`src/rld_pkg.sv`:
```
// ----------------------------------------------------------------------------
// rld_pkg
// Shared constants and types for the run-list decoder.
// ----------------------------------------------------------------------------
`default_nettype none

package rld_pkg;

    // Largest accepted length or offset field, in bytes.
    localparam int FIELD_BYTES = 4;

    // Header nibble mask, the sign bit of a field byte and the sign fill byte.
    localparam logic [7:0] NIBBLE_MASK = 8'h0f;
    localparam logic [7:0] SIGN_MASK   = 8'h80;
    localparam logic [7:0] FILL_BYTE   = 8'hff;

    // Parse phase codes.
    localparam logic [1:0] PH_IDLE = 2'd0;
    localparam logic [1:0] PH_LEN  = 2'd1;
    localparam logic [1:0] PH_OFF  = 2'd2;

    typedef struct packed {
        logic [1:0]  parse_phase;
        logic [2:0]  bytes_left;
        logic [2:0]  offset_size;
        logic [1:0]  byte_position;
        logic [31:0] length_accum;
        logic [31:0] offset_accum;
        logic [31:0] current_cluster;
        logic        list_active;
    } rld_state_t;

    typedef struct packed {
        logic        valid;
        logic [31:0] start_cluster;
        logic [31:0] cluster_count;
        logic        sparse;
        logic        list_end;
        logic        size_error;
    } rld_result_t;

endpackage

`default_nettype wire

```
`src/rld_step.sv`:
```
// ----------------------------------------------------------------------------
// rld_step
// One-byte parse step: next parser state and the optional run result.
// ----------------------------------------------------------------------------
`default_nettype none

module rld_step (
    input  wire logic [7:0]          run_byte,
    input  wire logic                first_of_list,
    input  wire rld_pkg::rld_state_t state_cur,
    output rld_pkg::rld_state_t      state_next,
    output rld_pkg::rld_result_t     result
);

    logic [3:0]  len_size;
    logic [3:0]  off_size;
    logic [31:0] placed;
    logic [2:0]  left_dec;

    assign len_size = 4'(run_byte & rld_pkg::NIBBLE_MASK);
    assign off_size = 4'((run_byte >> 4) & rld_pkg::NIBBLE_MASK);
    assign placed   = 32'(run_byte) << {state_cur.byte_position, 3'b000};
    assign left_dec = (state_cur.bytes_left != 3'd0) ? state_cur.bytes_left - 3'd1
                                                     : 3'd0;

    always_comb
    begin
        logic [31:0] off_acc;
        state_next = state_cur;
        result     = '0;
        off_acc    = '0;

        if (first_of_list)
        begin
            state_next.current_cluster = '0;
            state_next.list_active     = 1'b1;
            state_next.parse_phase     = rld_pkg::PH_IDLE;
        end

        if (state_next.list_active)
        begin
            unique case (state_next.parse_phase)
                rld_pkg::PH_IDLE:
                begin
                    if (run_byte == 8'd0)
                    begin
                        state_next.list_active = 1'b0;
                        result.valid           = 1'b1;
                        result.list_end        = 1'b1;
                    end
                    else if (len_size > 4'(rld_pkg::FIELD_BYTES) ||
                             off_size > 4'(rld_pkg::FIELD_BYTES))
                    begin
                        state_next.list_active = 1'b0;
                        result.valid           = 1'b1;
                        result.size_error      = 1'b1;
                    end
                    else
                    begin
                        state_next.length_accum  = '0;
                        state_next.offset_accum  = '0;
                        state_next.offset_size   = off_size[2:0];
                        state_next.byte_position = '0;
                        if (len_size != 4'd0)
                        begin
                            state_next.parse_phase = rld_pkg::PH_LEN;
                            state_next.bytes_left  = len_size[2:0];
                        end
                        else if (off_size != 4'd0)
                        begin
                            state_next.parse_phase = rld_pkg::PH_OFF;
                            state_next.bytes_left  = off_size[2:0];
                        end
                        else
                        begin
                            // empty header fields: sparse run of zero length
                            result.valid  = 1'b1;
                            result.sparse = 1'b1;
                        end
                    end
                end

                rld_pkg::PH_LEN:
                begin
                    state_next.length_accum  = state_cur.length_accum | placed;
                    state_next.byte_position = state_cur.byte_position + 2'd1;
                    state_next.bytes_left    = left_dec;
                    if (left_dec == 3'd0)
                    begin
                        state_next.byte_position = '0;
                        if (state_cur.offset_size == 3'd0)
                        begin
                            state_next.parse_phase = rld_pkg::PH_IDLE;
                            result.valid         = 1'b1;
                            result.sparse        = 1'b1;
                            result.cluster_count = state_next.length_accum;
                        end
                        else
                        begin
                            state_next.parse_phase = rld_pkg::PH_OFF;
                            state_next.bytes_left  = state_cur.offset_size;
                        end
                    end
                end

                default:
                begin
                    // offset phase (the unused phase code lands here too)
                    off_acc = state_cur.offset_accum | placed;
                    state_next.byte_position = state_cur.byte_position + 2'd1;
                    state_next.bytes_left    = left_dec;
                    if (left_dec == 3'd0)
                    begin
                        if ((run_byte & rld_pkg::SIGN_MASK) != 8'd0)
                        begin
                            for (int k = 0; k < 4; k++)
                            begin
                                if (3'(k) >= state_cur.offset_size)
                                    off_acc[8*k +: 8] = rld_pkg::FILL_BYTE;
                            end
                        end
                        state_next.current_cluster = state_cur.current_cluster + off_acc;
                        state_next.parse_phase     = rld_pkg::PH_IDLE;
                        state_next.byte_position   = '0;
                        result.valid         = 1'b1;
                        result.start_cluster = state_next.current_cluster;
                        result.cluster_count = state_cur.length_accum;
                    end
                    state_next.offset_accum = off_acc;
                end
            endcase
        end
    end

endmodule

`default_nettype wire

```
`src/runlist_decoder_core.sv`:
```
// ----------------------------------------------------------------------------
// runlist_decoder_core
// NTFS data-run list decoder, one list byte per request.
// ----------------------------------------------------------------------------
// The block takes one run-list byte per clock cycle, back to back, and gives
// at most one run result per byte. A result shows on the output channel in the
// cycle after the byte that completes it (the closing field byte, a zero
// header or an oversized header) is accepted. The parse step is a single
// pass of logic from the parser state register to the result register; the
// result register alone sets the flow: a new byte is taken whenever that
// register is empty or its result is being taken in the same cycle.
// first_of_list on a byte restarts parsing with a cleared running cluster.
// Bytes outside an active list are dropped without a result.
// ----------------------------------------------------------------------------
`default_nettype none

module runlist_decoder_core (
    input  wire logic        clk,
    input  wire logic        rst_n,

    input  wire logic        in_valid,
    output logic             in_ready,
    input  wire logic [7:0]  run_byte,
    input  wire logic        first_of_list,

    output logic             out_valid,
    input  wire logic        out_ready,
    output logic [31:0]      run_start_cluster,
    output logic [31:0]      run_cluster_count,
    output logic             sparse_run,
    output logic             list_end,
    output logic             size_error
);

    rld_pkg::rld_state_t  st_reg;
    rld_pkg::rld_state_t  st_next;
    rld_pkg::rld_result_t res_next;

    logic        out_valid_reg;
    logic [31:0] start_reg;
    logic [31:0] count_reg;
    logic        sparse_reg;
    logic        end_reg;
    logic        err_reg;
    logic        in_take;

    // Result slot free now or emptied this cycle.
    assign in_ready = !out_valid_reg || out_ready;
    assign in_take  = in_valid && in_ready;

    rld_step u_step (
        .run_byte      (run_byte),
        .first_of_list (first_of_list),
        .state_cur     (st_reg),
        .state_next    (st_next),
        .result        (res_next)
    );

    // Parser state advances on every accepted byte.
    always_ff @(posedge clk or negedge rst_n)
    begin
        if (!rst_n)
            st_reg <= '0;
        else if (in_take)
            st_reg <= st_next;
    end

    // Output valid: drop on take, set when an accepted byte yields a run.
    always_ff @(posedge clk or negedge rst_n)
    begin
        if (!rst_n)
            out_valid_reg <= 1'b0;
        else
        begin
            if (out_valid_reg && out_ready)
                out_valid_reg <= 1'b0;
            if (in_take && res_next.valid)
                out_valid_reg <= 1'b1;
        end
    end

    // Result payload, no reset needed.
    always_ff @(posedge clk)
    begin
        if (in_take && res_next.valid)
        begin
            start_reg  <= res_next.start_cluster;
            count_reg  <= res_next.cluster_count;
            sparse_reg <= res_next.sparse;
            end_reg    <= res_next.list_end;
            err_reg    <= res_next.size_error;
        end
    end

    assign out_valid         = out_valid_reg;
    assign run_start_cluster = start_reg;
    assign run_cluster_count = count_reg;
    assign sparse_run        = sparse_reg;
    assign list_end          = end_reg;
    assign size_error        = err_reg;

`ifndef SYNTHESIS
    // At most one special-case flag per result.
    a_flags_onehot0: assert property (@(posedge clk) disable iff (!rst_n)
        out_valid |-> $onehot0({sparse_run, list_end, size_error}))
        else $error("more than one result flag set");

    // End marker and size error carry zero cluster fields.
    a_marker_zero: assert property (@(posedge clk) disable iff (!rst_n)
        (out_valid && (list_end || size_error)) |->
        (run_start_cluster == 32'd0 && run_cluster_count == 32'd0))
        else $error("marker result with nonzero cluster fields");

    // Sparse runs have no start cluster.
    a_sparse_start: assert property (@(posedge clk) disable iff (!rst_n)
        (out_valid && sparse_run) |-> (run_start_cluster == 32'd0))
        else $error("sparse run with nonzero start cluster");

    // A byte outside any list leaves the result slot empty.
    a_idle_drop: assert property (@(posedge clk) disable iff (!rst_n)
        (in_take && !first_of_list && !st_reg.list_active) |=> !out_valid)
        else $error("result from a byte outside a list");
`endif

endmodule

`default_nettype wire
```
`config.mk`:
```
export PLATFORM = sky130hd
export DESIGN_NAME = runlist_decoder_core
export DESIGN_NICKNAME = d
export VERILOG_FILES = /design/src/rld_pkg.sv /design/src/rld_step.sv /design/src/runlist_decoder_core.sv
export SDC_FILE = /design/constraint.sdc
export NUM_CORES = 1
export LEC_CHECK = 0
export BUFFER_PORTS_ARGS = -buffer_cell sky130_fd_sc_hd__buf_2
export CAP_MARGIN = 15
export CORE_MARGIN = 2
export CORE_UTILIZATION = 40
export CTS_CLUSTER_DIAMETER = 40
export DETAILED_ROUTE_END_ITERATION = 10
export SYNTH_ARGS = -nofsm -noshare
export SYNTH_HDL_FRONTEND = slang
export SYNTH_SLANG_ARGS = --single-unit
```
`constraint.sdc`:
```
create_clock -name clk -period 7.7 [get_ports clk]
set_input_delay 0.385 -clock clk [delete_from_list [all_inputs] [get_ports clk]]
set_output_delay 0.385 -clock clk [all_outputs]
set_load 0.005 [all_outputs]
```
### Yosys cells after proc, flatten, opt, wreduce, memory -nomap -nowiden

Index checks and enable logic that the tools add are counted.

* register bits after elaboration: 175
* bits in latches: 0
* memory bits (writable): 0
* ROM bits: 0
* input port bits: 13
* output and inout port bits: 69
* word-level logic and storage cells: 114
* memories kept: 0

* $add $sub $neg: 3
* $mul: 0
* div/mod/pow operators: 0
* $lt $le $gt $ge: 6
* equality and inequality tests: 4
* shift operators: 1
* multiplexer cells: 54
* bitwise logic cells: 8
* reductions and logical operators: 24

Operators with widths (count)
* 32-bit two-way mux: 8
* 32-bit case mux with 2 select lines: 3
* 74-bit two-way mux: 2
* 107-bit two-way mux: 1
* 33-bit two-way mux: 3
* 68-bit two-way mux: 1
* 65-bit two-way mux: 1
* 32-bit OR: 2
* 32-bit adder: 1
* 8-bit two-way mux: 4
* 8-bit by 5-bit << shifter with 32-bit output: 1
* 5-bit AND reduction: 4
* 1-bit two-way mux: 16
* 5-bit two-way mux: 3
* 2-bit two-way mux: 6
* 5-bit case mux with 2 select lines: 1
* 3-bit two-way mux: 3
* 4-bit by 3-bit greater-than comparator with 1-bit output (second input constant): 2
* 8-bit logical NOT: 1
* 4-bit nonzero test: 2
* 1-bit by 3-bit >= comparator with 1-bit output (first input constant): 2
* 2-bit by 3-bit >= comparator with 1-bit output (first input constant): 2
* 3-bit logical NOT: 2
* 1-bit NOT: 6
* other kinds (17): 23

### Longest topological paths before layout

* word-level depth: 13
* mapped depth: 15
* mapped depth without buffers: 14

### Cells and area by module

From an unflattened synthesis, not the netlist that was laid out.

* cell total of the unflattened synthesis: 1100
* area, all modules: 10744.1 sq um

By module, submodules not included
* runlist_decoder_core: instances 1, cells an instance 298, area each 6145.9 sq um, seq. area each 4714.5 sq um
* rld_step: instances 1, cells an instance 802, area each 4598.2 sq um, seq. area each 0.0 sq um

### Worst setup path after synthesis

OpenSTA, ideal clock, no wires.

* path kind: input to register
* start point: in run_byte[7]
* end point: reg end_reg (netlist: list_end), enable pin
* setup time: 0.492 ns
* arrival time: 4.289 ns
* required time: 7.208 ns
* slack: 2.918 ns
* stages on the path: 6
* path buffers: 1
* cells stage by stage: clkbuf_1 nor4_1 nand2_1 a21oi_1 nor2_1 nor2_1

* word-level cells in the longest chain between the ends: 8
* elaborated cells on any way between the ends: 11
* those cells by class: 1 x order compare; 6 x mux; 4 x reduce/logical

RTL lines
* from (decl): line runlist_decoder_core.sv:23 `input wire logic [7:0] run_byte,`
* parallel branches: the longest is 4 deep, another holds 4-bit by 3-bit greater-than comparator with 1-bit output
* 1-bit two-way mux (*): line rld_step.sv:45 `if (run_byte == 8'd0)`
* 1-bit case mux with 2 select lines (*): line rld_step.sv:42 `unique case (state_next.parse_phase)`
* 68-bit two-way mux (*): line rld_step.sv:40 `if (state_next.list_active)`
* 1-bit logical AND (*): line runlist_decoder_core.sv:85 `if (in_take && res_next.valid)`
* to (signal assigned): line runlist_decoder_core.sv:90 `end_reg <= res_next.list_end;`
* to (decl): line runlist_decoder_core.sv:43 `logic end_reg;`

Every way passes the cells marked *.
A chain may end at the register's enable or synchronous reset.

### Worst setup path in the final report

* start point: reg st_reg[101] (netlist name)
* end point: reg start_reg[18] (netlist: run_start_cluster[18]), data pin

* word-level cells in the longest chain between the ends: 7
* elaborated cells on any way between the ends: 11
* those cells by class: 1 x add/sub; 3 x order compare; 7 x mux

RTL lines
* from (decl): line runlist_decoder_core.sv:35 `rld_pkg::rld_state_t st_reg;`
* from (signal assigned): line runlist_decoder_core.sv:65 `st_reg <= st_next;`
* 1-bit by 3-bit >= comparator with 1-bit output or 2-bit by 3-bit >= comparator with 1-bit output (tied branches): line rld_step.sv:118 `if (3'(k) >= state_cur.offset_size)`
* 8-bit two-way mux: line rld_step.sv:118
* 32-bit two-way mux (*): line rld_step.sv:114 `if ((run_byte & rld_pkg::SIGN_MASK) != 8'd0)`
* 32-bit two-way mux (*): line rld_step.sv:112 `if (left_dec == 3'd0)`
* 32-bit two-way mux (*): line rld_step.sv:42
* 32-bit two-way mux (*): line rld_step.sv:40
* 32-bit adder (*): line rld_step.sv:122 `state_next.current_cluster = state_cur.current_cluster + off_acc;`
* to (signal assigned): line runlist_decoder_core.sv:87 `start_reg <= res_next.start_cluster;`
* to (decl): line runlist_decoder_core.sv:40 `logic [31:0] start_reg;`

Mark *: on every way between the ends. The rest lies on a longest branch, timed or not. The select of a mux whose other input is x is not followed.

==> flow_metrics.env <==
export IMPL_outcome="completed"
export IMPL_firstDrtPassIters=5
export IMPL_grt_pass1_wl_um=38040
export IMPL_syn_to_final_growth_pct=14.27
export IMPL_p_leak_uw=0.004752
export IMPL_final_antenna_net_count=0
export IMPL_worstMarginPinSlew_ns=1.077
export IMPL_cp_arrival_ns=4.32
export IMPL_grt_remaining_overflow=0
export IMPL_placed_area_um2=9782
export IMPL_die_w_um=154.9
export IMPL_synth_most_common_cell="nor2_1"
export IMPL_async_flop_share_pct=61.71
export IMPL_cts_setup_buffers=0
export IMPL_grt_pass1_vias=6990
export IMPL_synth_nets=964
export IMPL_track_usage_pct=20.17
export IMPL_place_inst=1238
export IMPL_antenna_found_initial=1
export IMPL_clk_path_buf_depth=2
export IMPL_io_pin_count=82
export IMPL_cts_root_buf="clkbuf_16"
export IMPL_setup_tns_ns=0
export IMPL_irDropWorstVdd_v=0.0001131
export IMPL_ys_top_cells_by_count="149 x nor2_1, 114 x nand2_1, 108 x dfrtp_1"
export IMPL_cp_max_fo=8
export IMPL_fin_skew_ns=0.01424
export IMPL_syn_cell_area_um2=9107
export IMPL_setup_viol=0
export IMPL_avgSynthCellArea_um2=9.910
export IMPL_tritoncts="done"
export IMPL_num_rows=55
export IMPL_die_height_um=154.9
export IMPL_synth_flop_cell="dfrtp_1"
export IMPL_relSlewSlack_pct=28.15
export IMPL_start_kind="flop"
export IMPL_finalPower_uw=2581
export IMPL_numCtsBuffers=17
export IMPL_holdBufCountCts=1
export IMPL_core_um2=22500
export IMPL_largest_reg_flops=107
export IMPL_yosys_warnings=0
export IMPL_finalHoldViolations=0
export IMPL_drv_cap=0
export IMPL_grt_max_degree=77
export IMPL_cp_end_kind="flop"
export IMPL_timing_fmax_mhz=243.0
export IMPL_drt_first_iter_violations=629
export IMPL_crit_slowest_cell="nor3_1"
export IMPL_io_buffers=81
export IMPL_period_needed_ns=4.116
export IMPL_crit_required_ns=7.91
export IMPL_ctsResizeCount=0
export IMPL_cts_num_sinks=175
export IMPL_rsz0062_at_grt="false"
export IMPL_dpl_hpwl_um=14990
export IMPL_nets=1018
export IMPL_start_util_pct=40.47
export IMPL_synth_seq_cells=175
export IMPL_synth_seq_area_share_pct=51.77
export IMPL_critPathBufInv=1
export IMPL_n_antenna_cell=0
export IMPL_power_density_nw_per_um2=248.0
export IMPL_final_max_slew_viol_count=0
export IMPL_drcViolationCount=0
export IMPL_synthCells=919
export IMPL_wire_per_inst_um=18.38
export IMPL_critPathTopFamily="simple AND/OR/NAND/NOR gates"
export IMPL_place_congestion=0.8539
export IMPL_fill_cells=2075
export IMPL_clk_latency_ns=0.46
export IMPL_drt_total_wl_um=23360
export IMPL_fin_util_pct=46.25
export IMPL_criticalPathCategory="flop to flop"
export IMPL_ys_top_cells_by_area="dfrtp_1 30%, edfxtp_1 22%, nor2_1 6.1%"
export IMPL_cts_max_level=4
export IMPL_path_clk_slew_ns=0.07
export IMPL_vias=7237
export IMPL_final_cells=1271
export IMPL_timing_final_crit_share_pct=53.46
export IMPL_synth_edf_count=67
export IMPL_final_area_um2=10410
export IMPL_min_path_type="input port to flop"
export IMPL_cp_slowest_stage_delay_ns=0.64
export IMPL_synth_top_cell_by_area="dfrtp_1"
export IMPL_final_layout_size_suffix_gt1_share_pct=17.55
export IMPL_crit_chain="nand2b_1 -> nor3_1 -> or3b_2 -> ha_1 -> inv_1 -> fa_1 -> nor2b_1 -> o2111ai_1 -> a21oi_1 -> o21ai_1 -> o21ai_0 -> a41oi_1 -> xnor2_1 -> and2_1"
export IMPL_viasPerCell=5.694
export IMPL_ys_types=65
export IMPL_synth_top_area_share_pct=29.67
export IMPL_dieArea_um2=23990
==> final cells by class <==
type | instances | area, um^2 | share of cell area (%)
timing repair buffer | 95 | 515.5 | 4.953
inverter | 10 | 37.54 | 0.3607
clock inverter | 15 | 190.2 | 1.827
multi-input combinational | 674 | 4168 | 40.05
clock buffer | 17 | 425.4 | 4.088
sequential | 175 | 4715 | 45.30
tap | 285 | 356.6 | 3.426
==> cells in the final DEF, fill, tap and decap left out, types with 6 or more instances in the layout <==
cell,instances
buf_4,14
clkbuf_16,17
and2_1,25
dfrtp_1,108
a32oi_1,32
nand3_1,9
nand2b_1,6
inv_1,10
buf_2,80
o21ai_0,19
xnor2_1,16
nor3_1,12
ha_1,31
nor2b_1,9
or3b_2,24
a31oi_1,34
nor2_1,146
edfxtp_1,67
o21ai_1,6
a21oi_1,64
clkinv_8,7
a21o_1,7
nand2_1,114
a22o_1,28
xor2_1,10
==> worst min-delay path, delay by kind of cell <==
kind,cells,cell delay [ns]
buffers and inverters,1,0.07
AOI/OAI and AO/OA,1,0.10
and+or+nand+nor,1,0.14
==> kinds of logic after synthesis <==
family | Yosys count | share of synthesized area (%)
compound gates | 238 | 18.70
xor+xnor | 26 | 2.500
fa+ha+maj | 32 | 4.479
buf+inv | 70 | 2.926
flops | 175 | 51.77
mux | 7 | 0.8105
simple gates | 371 | 18.82
==> power breakdown <==
part	switching [uW]	leakage, uW	internal [uW]	total, uW
Clock	439	0.000299	441	880
Sequential	46.7	0.00213	1040	1090
Combinational	392	0.00233	220	612
==> through the flow <==
stage / hold slack, ns / setup WS, ns
finish: 0.2924 / 3.584
floorplan: 0.08941 / 2.918
global route: 0.3577 / 3.193
detailed placement: 0.3776 / 3.446
global placement: 0.3745 / 3.573
CTS: 0.2936 / 3.602
==> routing by layer <==
layer	track usage [%]	up-vias	share of wire (%)
li1	-	3452	-
met1	29.75	3567	49
met2	30.48	185	45
met3	3.398	31	4.2
met4	6.305	2	1.7
met5	0	-	0.047
==> worst paths after layout <==
path                             start  cells past startpoint               endpoint  slack [ns]
max                        st_reg[101]                     14  run_start_cluster[18]        3.58
min                          out_ready                      3              out_valid        0.29
max reg2reg                st_reg[101]                     14  run_start_cluster[18]        3.58
min reg2reg                 st_reg[49]                      2             st_reg[49]        0.49
max in group asynchronous        rst_n                      3             st_reg[73]        5.90
min in group asynchronous        rst_n                      2             st_reg[16]        0.44
Note: power is estimated with default switching activity, not from simulation.
